## src/design/stb_pkg.sv

```systemverilog
// stb_pkg: shared types and constants of the second timer bank
// operation and result codes, slot record layout, step unit result struct
// no dependencies
package stb_pkg;

    localparam int SECS_W    = 9;   // seconds of a slot count, up to 255 + 255
    localparam int FRAC_W    = 4;   // sub-second ticks, enough for 16 per second
    localparam int NEV_W     = 4;   // event counter of one tick
    localparam int EVENT_CAP = 8;   // events reported per tick at most
    localparam int PAUSE_W   = 8;   // pause bits that exist on the port

    typedef enum logic [3:0] {
        FN_TICK   = 4'd0,
        FN_ALLOC  = 4'd1,
        FN_CREATE = 4'd2,
        FN_START  = 4'd3,
        FN_STOP   = 4'd4,
        FN_FREE   = 4'd5,
        FN_SET    = 4'd6,
        FN_GET    = 4'd7,
        FN_FIND   = 4'd8,
        FN_KILL   = 4'd9
    } t_func;

    typedef enum logic [2:0] {
        KD_DONE    = 3'd0,
        KD_EXPIRED = 3'd1,
        KD_WARN    = 3'd2,
        KD_COUNT   = 3'd3,
        KD_GIVEN   = 3'd4,
        KD_NONE    = 3'd5
    } t_kind;

    // slot count is kept as seconds plus sub-second ticks
    typedef struct packed {
        logic [7:0]        owner;
        logic [7:0]        class_flags;
        logic [7:0]        duration;
        logic [7:0]        grace;
        logic [7:0]        warn_mark;
        logic [SECS_W-1:0] secs;
        logic [FRAC_W-1:0] frac;
    } t_rec;

    typedef struct packed {
        logic              rec_we;
        t_rec              rec;
        logic              flag_we;
        logic              in_use;
        logic              running;
        logic              autofree;
        logic              ev_hit;
        logic              finish;
        t_kind             kind;
        logic [SECS_W-1:0] value;
    } t_step;

    function automatic logic is_slot_op(t_func f);
        return (f == FN_START) || (f == FN_STOP) || (f == FN_FREE) ||
               (f == FN_SET) || (f == FN_GET);
    endfunction

    // closing result when a walk ends without an earlier answer
    function automatic t_kind final_kind(t_func f);
        t_kind k;
        k = KD_DONE;
        if ((f == FN_ALLOC) || (f == FN_CREATE) || (f == FN_FIND)) begin
            k = KD_NONE;
        end
        return k;
    endfunction

endpackage

```

## src/design/second_timer_bank.sv

```systemverilog
// second_timer_bank: top level, sequencer that walks the slot store through
// the shared step unit and an output register; uses stb_pkg, stb_slot_mem,
// stb_step_unit
//
//  channel  direction  handshake           fields
//  input    in         i_valid / o_stall   func slot owner_id duration_secs grace_secs
//                                          warn_secs class_bits new_secs pauses
//  result   out        o_valid / i_stall   kind slot_out value last
//
// one transaction is taken, then the step unit visits one slot per cycle
// tick, alloc, create, find and kill walk up to SLOTS slots: a tick or a kill walks
// all of them, a search stops early when it hits; a slot operation visits its own slot
// the single read port of the slot store sets the pace, one slot each cycle
// a stalled result register holds the walk at the slot that has a result to give
// reset clears all slot flags; the store needs no clearing since no record content
// is used before its slot is allocated
module second_timer_bank #(
    parameter int SLOTS            = 8,
    parameter int TICKS_PER_SECOND = 4
) (
    input  logic       i_clk,
    input  logic       i_rst_n,
    input  logic       i_valid,
    output logic       o_stall,
    input  logic [3:0] i_func,
    input  logic [2:0] i_slot,
    input  logic [7:0] i_owner_id,
    input  logic [7:0] i_duration_secs,
    input  logic [7:0] i_grace_secs,
    input  logic [7:0] i_warn_secs,
    input  logic [7:0] i_class_bits,
    input  logic [7:0] i_new_secs,
    input  logic       i_global_pause,
    input  logic [7:0] i_slot_pause,
    output logic       o_valid,
    input  logic       i_stall,
    output logic [2:0] o_kind,
    output logic [2:0] o_slot_out,
    output logic [8:0] o_value,
    output logic       o_last
);

    localparam int SLOT_W = (SLOTS > 1) ? $clog2(SLOTS) : 1;
    localparam logic [SLOT_W-1:0] LastIdx = SLOT_W'(SLOTS - 1);

    typedef enum logic [1:0] {S_IDLE, S_EXEC, S_FINAL} t_state;

    t_state                       r_state;
    logic [SLOT_W-1:0]            r_idx;
    logic [stb_pkg::NEV_W-1:0]    r_nev;
    logic [SLOTS-1:0]             r_in_use;
    logic [SLOTS-1:0]             r_running;
    logic [SLOTS-1:0]             r_autofree;
    logic                         r_out_valid;
    stb_pkg::t_kind               r_kind;
    logic [2:0]                   r_slot_out;
    logic [stb_pkg::SECS_W-1:0]   r_value;
    logic                         r_last;

    // latched transaction
    stb_pkg::t_func               r_func;
    logic                         r_slot_ok;
    logic [7:0]                   r_owner_id;
    logic [7:0]                   r_duration;
    logic [7:0]                   r_grace;
    logic [7:0]                   r_warn;
    logic [7:0]                   r_class;
    logic [7:0]                   r_new_secs;
    logic                         r_gpause;
    logic [7:0]                   r_spause;

    stb_pkg::t_func               w_in_func;
    logic                         w_in_range;
    logic [SLOT_W-1:0]            w_start_idx;
    logic                         w_accept;
    logic                         w_is_last;
    logic                         w_held;
    logic                         w_out_free;
    logic                         w_cap_ok;
    logic                         w_want_out;
    logic                         w_advance;
    logic                         w_load_out;
    logic [SLOT_W-1:0]            w_raddr;
    stb_pkg::t_rec                w_rdata;
    stb_pkg::t_step               w_step;
    logic [2:0]                   w_ev_slot;

    assign w_in_func   = stb_pkg::t_func'(i_func);
    assign w_in_range  = (7'(i_slot) < 7'(SLOTS));
    assign w_start_idx = (stb_pkg::is_slot_op(w_in_func) && w_in_range) ?
                         SLOT_W'(i_slot) : '0;
    assign w_accept    = (r_state == S_IDLE) && i_valid;
    assign w_is_last   = (r_idx == LastIdx);
    // pause bits exist only for the first eight slots
    assign w_held      = (7'(r_idx) < 7'(stb_pkg::PAUSE_W)) && r_spause[3'(r_idx)];
    assign w_out_free  = !r_out_valid || !i_stall;
    assign w_cap_ok    = (r_nev < stb_pkg::NEV_W'(stb_pkg::EVENT_CAP));
    assign w_want_out  = (w_step.ev_hit && w_cap_ok) || w_step.finish;
    assign w_advance   = (r_state == S_EXEC) && (!w_want_out || w_out_free);
    assign w_load_out  = (w_advance && w_want_out) || ((r_state == S_FINAL) && w_out_free);
    assign w_ev_slot   = ((w_step.kind == stb_pkg::KD_DONE) ||
                          (w_step.kind == stb_pkg::KD_NONE)) ? 3'd0 : 3'(r_idx);

    always_comb begin
        unique case (r_state)
            S_IDLE:  w_raddr = w_start_idx;
            S_EXEC:  w_raddr = (w_advance && !w_is_last) ? r_idx + 1'b1 : r_idx;
            default: w_raddr = '0;
        endcase
    end

    stb_slot_mem #(
        .DEPTH  (SLOTS),
        .ADDR_W (SLOT_W)
    ) u_mem (
        .i_clk   (i_clk),
        .i_we    (w_advance && w_step.rec_we),
        .i_waddr (r_idx),
        .i_wdata (w_step.rec),
        .i_raddr (w_raddr),
        .o_rdata (w_rdata)
    );

    stb_step_unit #(
        .TICKS_PER_SECOND (TICKS_PER_SECOND)
    ) u_step (
        .i_func          (r_func),
        .i_rec           (w_rdata),
        .i_in_use        (r_in_use[r_idx]),
        .i_running       (r_running[r_idx]),
        .i_autofree      (r_autofree[r_idx]),
        .i_held          (w_held),
        .i_slot_ok       (r_slot_ok),
        .i_global_pause  (r_gpause),
        .i_owner_id      (r_owner_id),
        .i_duration_secs (r_duration),
        .i_grace_secs    (r_grace),
        .i_warn_secs     (r_warn),
        .i_class_bits    (r_class),
        .i_new_secs      (r_new_secs),
        .o_step          (w_step)
    );

    always_ff @(posedge i_clk) begin
        if (w_accept) begin
            r_func     <= w_in_func;
            r_slot_ok  <= w_in_range && r_in_use[SLOT_W'(i_slot)];
            r_owner_id <= i_owner_id;
            r_duration <= i_duration_secs;
            r_grace    <= i_grace_secs;
            r_warn     <= i_warn_secs;
            r_class    <= i_class_bits;
            r_new_secs <= i_new_secs;
            r_gpause   <= i_global_pause;
            r_spause   <= i_slot_pause;
        end
        if (w_accept) begin
            r_idx <= w_start_idx;
        end else if (w_advance && !w_is_last) begin
            r_idx <= r_idx + 1'b1;
        end
    end

    always_ff @(posedge i_clk) begin
        if (!i_rst_n) begin
            r_state     <= S_IDLE;
            r_nev       <= '0;
            r_in_use    <= '0;
            r_running   <= '0;
            r_autofree  <= '0;
            r_out_valid <= 1'b0;
            r_kind      <= stb_pkg::KD_DONE;
            r_slot_out  <= '0;
            r_value     <= '0;
            r_last      <= 1'b0;
        end else begin
            if (w_load_out) begin
                r_out_valid <= 1'b1;
            end else if (!i_stall) begin
                r_out_valid <= 1'b0;
            end
            unique case (r_state)
                S_IDLE: begin
                    if (i_valid) begin
                        r_nev   <= '0;
                        r_state <= S_EXEC;
                    end
                end
                S_EXEC: begin
                    if (w_advance) begin
                        if (w_step.flag_we) begin
                            r_in_use[r_idx]   <= w_step.in_use;
                            r_running[r_idx]  <= w_step.running;
                            r_autofree[r_idx] <= w_step.autofree;
                        end
                        if (w_want_out) begin
                            r_kind      <= w_step.kind;
                            r_slot_out  <= w_ev_slot;
                            r_value     <= w_step.value;
                            r_last      <= w_step.finish;
                        end
                        if (w_step.ev_hit && w_cap_ok) begin
                            r_nev <= r_nev + 1'b1;
                        end
                        if (w_step.finish) begin
                            r_state <= S_IDLE;
                        end else if (w_is_last) begin
                            r_state <= S_FINAL;
                        end
                    end
                end
                default: begin
                    if (w_out_free) begin
                        r_kind      <= stb_pkg::final_kind(r_func);
                        r_slot_out  <= '0;
                        r_value     <= '0;
                        r_last      <= 1'b1;
                        r_state     <= S_IDLE;
                    end
                end
            endcase
        end
    end

    assign o_stall    = (r_state != S_IDLE);
    assign o_valid    = r_out_valid;
    assign o_kind     = r_kind;
    assign o_slot_out = r_slot_out;
    assign o_value    = r_value;
    assign o_last     = r_last;

    a_run_needs_use: assert property (@(posedge i_clk) disable iff (!i_rst_n)
        ((r_running & ~r_in_use) == '0))
        else $error("running slot that is not in use");

    a_event_cap: assert property (@(posedge i_clk) disable iff (!i_rst_n)
        (r_nev <= stb_pkg::NEV_W'(stb_pkg::EVENT_CAP)))
        else $error("tick event count beyond cap");

    a_accept_runs: assert property (@(posedge i_clk) disable iff (!i_rst_n)
        (i_valid && !o_stall) |=> (r_state == S_EXEC))
        else $error("accepted transaction did not start a walk");

    a_no_slot_on_plain: assert property (@(posedge i_clk) disable iff (!i_rst_n)
        (o_valid && ((o_kind == stb_pkg::KD_DONE) || (o_kind == stb_pkg::KD_NONE)))
        |-> (o_slot_out == 3'd0))
        else $error("slot reported on a done or none result");

endmodule

```

## src/design/stb_slot_mem.sv

```systemverilog
// stb_slot_mem: slot record store, one write and one registered read port
// uses stb_pkg::t_rec
module stb_slot_mem #(
    parameter int DEPTH  = 8,
    parameter int ADDR_W = 3
) (
    input  logic               i_clk,
    input  logic               i_we,
    input  logic [ADDR_W-1:0]  i_waddr,
    input  stb_pkg::t_rec      i_wdata,
    input  logic [ADDR_W-1:0]  i_raddr,
    output stb_pkg::t_rec      o_rdata
);

    stb_pkg::t_rec r_mem [DEPTH];
    stb_pkg::t_rec r_rdata;

    always_ff @(posedge i_clk) begin
        if (i_we) begin
            r_mem[i_waddr] <= i_wdata;
        end
        r_rdata <= r_mem[i_raddr];
    end

    assign o_rdata = r_rdata;

endmodule

```

## src/design/stb_step_unit.sv

```systemverilog
// stb_step_unit: shared per-slot operation unit of the timer bank
// computes the new record, flags and result for one slot combinationally
// uses stb_pkg types
module stb_step_unit #(
    parameter int TICKS_PER_SECOND = 4
) (
    input  stb_pkg::t_func  i_func,
    input  stb_pkg::t_rec   i_rec,
    input  logic            i_in_use,
    input  logic            i_running,
    input  logic            i_autofree,
    input  logic            i_held,
    input  logic            i_slot_ok,
    input  logic            i_global_pause,
    input  logic [7:0]      i_owner_id,
    input  logic [7:0]      i_duration_secs,
    input  logic [7:0]      i_grace_secs,
    input  logic [7:0]      i_warn_secs,
    input  logic [7:0]      i_class_bits,
    input  logic [7:0]      i_new_secs,
    output stb_pkg::t_step  o_step
);

    localparam logic [stb_pkg::FRAC_W-1:0] FracTop =
        stb_pkg::FRAC_W'(TICKS_PER_SECOND - 1);

    logic                      cnt_nz;
    logic [stb_pkg::SECS_W-1:0] dec_secs;
    logic [stb_pkg::FRAC_W-1:0] dec_frac;
    logic                      dec_zero;
    logic [stb_pkg::SECS_W-1:0] grace_w;
    stb_pkg::t_step            s;

    assign cnt_nz   = (i_rec.secs != '0) || (i_rec.frac != '0);
    assign dec_secs = (i_rec.frac == '0) ? i_rec.secs - 1'b1 : i_rec.secs;
    assign dec_frac = (i_rec.frac == '0) ? FracTop : i_rec.frac - 1'b1;
    assign dec_zero = (dec_secs == '0) && (dec_frac == '0);
    assign grace_w  = stb_pkg::SECS_W'(i_rec.grace);

    always_comb begin
        s          = '0;
        s.rec      = i_rec;
        s.in_use   = i_in_use;
        s.running  = i_running;
        s.autofree = i_autofree;
        s.kind     = stb_pkg::KD_DONE;
        unique case (i_func)
            stb_pkg::FN_TICK: begin
                if (!i_global_pause && cnt_nz && i_running && !i_held) begin
                    s.rec_we   = 1'b1;
                    s.flag_we  = 1'b1;
                    s.rec.secs = dec_secs;
                    s.rec.frac = dec_frac;
                    if (dec_zero) begin
                        s.ev_hit  = 1'b1;
                        s.kind    = stb_pkg::KD_EXPIRED;
                        s.running = 1'b0;
                        if (i_autofree) begin
                            s.in_use = 1'b0;
                        end
                    end else if ((dec_frac == '0) &&
                                 (dec_secs == stb_pkg::SECS_W'(i_rec.warn_mark))) begin
                        s.ev_hit = 1'b1;
                        s.kind   = stb_pkg::KD_WARN;
                    end
                end
            end
            stb_pkg::FN_ALLOC, stb_pkg::FN_CREATE: begin
                if (!i_in_use) begin
                    s.rec_we          = 1'b1;
                    s.flag_we         = 1'b1;
                    s.finish          = 1'b1;
                    s.kind            = stb_pkg::KD_GIVEN;
                    s.rec.owner       = i_owner_id;
                    s.rec.class_flags = i_class_bits;
                    s.rec.duration    = i_duration_secs;
                    s.rec.grace       = i_grace_secs;
                    s.rec.warn_mark   = i_warn_secs;
                    s.rec.frac        = '0;
                    s.in_use          = 1'b1;
                    if (i_func == stb_pkg::FN_CREATE) begin
                        s.rec.secs = stb_pkg::SECS_W'(i_duration_secs) +
                                     stb_pkg::SECS_W'(i_grace_secs);
                        s.running  = 1'b1;
                        s.autofree = 1'b1;
                    end else begin
                        s.rec.secs = '0;
                        s.running  = 1'b0;
                        s.autofree = 1'b0;
                    end
                end
            end
            stb_pkg::FN_FIND: begin
                if (i_in_use && (i_rec.owner == i_owner_id)) begin
                    s.finish = 1'b1;
                    s.kind   = stb_pkg::KD_GIVEN;
                end
            end
            stb_pkg::FN_KILL: begin
                if (i_in_use && ((i_rec.class_flags & i_class_bits) != '0)) begin
                    s.rec_we   = 1'b1;
                    s.flag_we  = 1'b1;
                    s.rec.secs = '0;
                    s.rec.frac = '0;
                    s.in_use   = 1'b0;
                    s.running  = 1'b0;
                end
            end
            stb_pkg::FN_START, stb_pkg::FN_STOP, stb_pkg::FN_FREE,
            stb_pkg::FN_SET, stb_pkg::FN_GET: begin
                s.finish = 1'b1;
                if (!i_slot_ok) begin
                    s.kind = stb_pkg::KD_NONE;
                end else begin
                    unique case (i_func)
                        stb_pkg::FN_START: begin
                            s.rec_we   = 1'b1;
                            s.flag_we  = 1'b1;
                            s.rec.secs = stb_pkg::SECS_W'(i_rec.duration) + grace_w;
                            s.rec.frac = '0;
                            s.running  = 1'b1;
                        end
                        stb_pkg::FN_STOP: begin
                            s.flag_we = 1'b1;
                            s.running = 1'b0;
                        end
                        stb_pkg::FN_FREE: begin
                            s.rec_we   = 1'b1;
                            s.flag_we  = 1'b1;
                            s.rec.secs = '0;
                            s.rec.frac = '0;
                            s.in_use   = 1'b0;
                            s.running  = 1'b0;
                        end
                        stb_pkg::FN_SET: begin
                            s.rec_we   = 1'b1;
                            s.rec.secs = stb_pkg::SECS_W'(i_new_secs) + grace_w;
                            s.rec.frac = '0;
                        end
                        default: begin
                            s.kind  = stb_pkg::KD_COUNT;
                            s.value = (i_rec.secs <= grace_w) ? '0 : i_rec.secs - grace_w;
                        end
                    endcase
                end
            end
            default: begin
                s.finish = 1'b1;
            end
        endcase
    end

    assign o_step = s;

endmodule
```

## config.mk

```make
export PLATFORM = sky130hd
export DESIGN_NAME = second_timer_bank
export DESIGN_NICKNAME = d
export VERILOG_FILES = /design/src/design/stb_pkg.sv /design/src/design/second_timer_bank.sv /design/src/design/stb_slot_mem.sv /design/src/design/stb_step_unit.sv
export SDC_FILE = /design/constraint.sdc
export NUM_CORES = 1
export LEC_CHECK = 0
export ABC_AREA = 1
export ABC_CLOCK_PERIOD_IN_PS = 4500
export BUFFER_PORTS_ARGS = -buffer_cell sky130_fd_sc_hd__buf_4
export CORE_MARGIN = 3
export CORE_UTILIZATION = 56
export DETAILED_ROUTE_END_ITERATION = 12
export PLACE_DENSITY_LB_ADDON = 0.12
export REMOVE_ABC_BUFFERS = 1
export SYNTH_ARGS = -nofsm -noshare
export SYNTH_HDL_FRONTEND = slang
export SYNTH_SLANG_ARGS = --single-unit
```

## constraint.sdc

```tcl
create_clock -name i_clk -period 4.5 [get_ports i_clk]
set_clock_uncertainty 0.2 [all_clocks]
set_input_delay 0.225 -clock i_clk [delete_from_list [all_inputs] [get_ports i_clk]]
set_output_delay 0.225 -clock i_clk [all_outputs]
set_load 0.01 [all_outputs]
```

==> reports/results.ini <==
[setup_path]
r2r_end=u_mem.r_mem[5][47]$_DFFE_PP_
path_class=flop to flop
cp_max_fo=53
rr_startpoint=r_idx[0]$_DFF_P_
end_kind=flop
r2r_slack_ns=0.33
cp.required_ns=4.57
cp-start-kind=flop
reg2reg_depth=16
critPathArrivalTime_ns=4.24

[yosys]
yosysWarnings=0
yosysSeqAreaShare_pct=61.5
synth_area_leaders=edfxtp_1, nand2_1, nand3_1
syn_avg_cell_area_um2=9.36
netlist_area_um2=27100
synth_top_area_cell=edfxtp_1
ys_seq_elements=589
yosys.area.top_type_share_pct=53.9
synth_cells=2891
ys_types=50

[clock_tree]
cts_tree=built
numCtsBuffers=58
cts_root_buf=clkbuf_16
clkTransAtPathRegs_ns=0.06
cts_buffer_depth=3
postCtsSetupRepairBufs=0
clock_latency_ns=0.64
cts-htree-levels=2
cts_sinks=589

[final_layout]
area_growth_pct=15.1
final_nets=3142
multi_input_area_um2=7760
largest_register_ffs=424
final_common_cell=nand2_1
fillers=3699
final_cell_mix=nand2_1, inv_1, edfxtp_1, nand3_1, buf_4
drive_above_1_share_pct=8.45
top_register=u_mem.r_mem
diodes=0
register_area_um2=16700

[sta]
drv_slew=0
setup_tns_ns=0
fmax_mhz=240
period_minus_slack_ns=4.17
slew_headroom_pct=37.0
hold_viol=0
rsz0062_at_grt=false
post-route-period-util_pct=92.8
worstMarginPinSlew_ns=0.935
fin_ws_ns=0.326
whs_ns=0.109
setup_viol_count_final=0

[run]
cap_violations=0

[grt]
overflow=0
antenna_found_initial=0
grtUsageTotal_pct=27.7
grt_max_degree=155
grt_pass1_wl_um=109000
grt_pass1_vias=19595

[power_and_ir_drop]
power_uw=13700
power_frac_comb_pct=17.6
switching_share_pct=28.3
switchingPower_uw=3880
p_leak_uw=0.0138
clock_power_share_pct=34.2
powerDensity_nw_per_um2=440
seq_power_share_pct=48.2
intPower_uw=9820
irDropWorstVdd_uv=396

[floorplan]
start_util_pct=57.4
chipHeight_um=226
core_um2=47100
dieWidth_um=226
io_pins=86
die-area_um2=51000
row_count=79

[detailed_routing]
drc=0
drtAntennaViolNets=0
routed_wl_um=69600
vias=20067
detail_route.wl_per_cell_um=18.8
viasPerCell=5.43
first_pass_iters=6
drtIter0Drc=1769

[placement]
portBuffers=85
gp_congestion=0.952
dp_slack_ns=0.389
dp.final_hpwl_um=41600

[status]
outcome=complete, no violations

[min_path]
hold_start=i_new_secs[4]
holdCritPathClass=input port to flop
min_to=r_new_secs[4]$_DFFE_PP_
holdPathStages=2

==> worst max path at each step <==
| stage | from | endpoint | slack, ns | depth (start not counted) |
|---|---|---|---|---|
| floorplan | i_func[1] | u_mem.o_rdata[0]$_DFF_P_ | -3.23 | 11 |
| global placement | u_mem.o_rdata[0]$_DFF_P_ | u_mem.o_rdata[0]$_DFF_P_ | 0.49 | 24 |
| detailed placement | u_mem.o_rdata[0]$_DFF_P_ | u_mem.o_rdata[39]$_DFF_P_ | 0.39 | 22 |
| CTS | u_mem.o_rdata[0]$_DFF_P_ | u_mem.o_rdata[36]$_DFF_P_ | 0.33 | 22 |
| global route | u_mem.o_rdata[0]$_DFF_P_ | u_mem.o_rdata[36]$_DFF_P_ | 0.06 | 24 |
| finish | r_idx[0]$_DFF_P_ | u_mem.r_mem[5][47]$_DFFE_PP_ | 0.33 | 16 |
==> worst max-delay path: stages, from the launching register on <==
cell	delay (ns)
dfxtp_1	0.55
inv_2	0.16
nand2_1	0.29
inv_1	0.10
nand2_1	0.08
nand2_1	0.05
nor3_1	0.44
nand3_1	0.15
nand2_1	0.10
nand2_1	0.14
nor2_1	0.25
inv_1	0.15
nor2_1	0.27
nand2_1	0.10
buf_4	0.22
nor2_4	0.12
buf_12	0.38
==> synth_stat cells, drive strengths merged <==
cell type,count
nand3,482
o22a,1
nand3b,4
or2,1
a22oi,2
clkbuf,44
a221oi,4
o31ai,2
o21a,1
a211oi,7
a31oi,5
a21boi,1
a32oi,2
nor3,9
xnor2,8
nor4,1
a21oi,71
dfxtp,103
inv,568
o21bai,1
and3,1
o21ai,105
edfxtp,486
o2111ai,9
buf,76
nor2,110
o22ai,7
a22o,1
o221ai,4
xor2,8
ha,31
fa,3
nand4,10
nand2,722
a211o,1
==> what timing repair did <==
item | CTS | global route
hold endpoints to repair | 101 | 0
endpoints found under the setup margin | 0 | 14
hold buffers | 70 | 0
resized for setup | 0 | 4
==> per-stage QoR <==
| step | util (%) | cell area, um2 | std cells |
|---|---|---|---|
| 2_1_floorplan | - | 26400 | 2771 |
| 3_3_place_gp | 60.6 | 28600 | 3517 |
| 3_5_place_dp | 60.6 | 28600 | 3517 |
| 4_1_cts | 66.0 | 31100 | 3697 |
| 5_1_grt | 66.1 | 31200 | 3697 |
| 6_report | 66.1 | 31200 | 3697 |
==> routing by layer <==
layer | routed length [um] | part of all wire (%) | up-vias | GRT usage (%)
met4 | 1590 | 2.3 | 0 | 8.00
li1 | - | - | 9703 | -
met1 | 30600 | 44 | 9562 | 39.0
met5 | 0 | 0 | - | 0
met3 | 4850 | 7.0 | 126 | 4.69
met2 | 32600 | 47 | 676 | 44.8
==> power by group through the flow <==
stage               clock, uW  sequential (uW)  combinational (uW)
finish                   4690             6600                2410
detailed placement          0             6700                2330
floorplan                   0             6630                1560
global placement            0             6710                2290
global route             4990             6620                2720
CTS                      4750             6590                2390
==> kinds of logic (layout without fill, tap and decap cells) <==
family	after synthesis	after routing	share of synthesized area (%)
and+or+nand+nor	1340	1340	21.3
adders and majority gates	34	34	1.65
DFF	589	589	61.5
buffers and inverters	688	887	10.3
xor gates and xnor gates	16	16	0.518
AOI/OAI and AO/OA	224	224	4.70
==> cell type report <==
class	count	share of cell area, %
clock inverters	22	0.639
well taps	607	2.44
inverters	568	6.85
clock buffers	88	5.28
multi-input cells	1614	24.9
repair buffers	209	6.44
flip-flops and latches	589	53.5
Power figures use the tool's default switching activity.
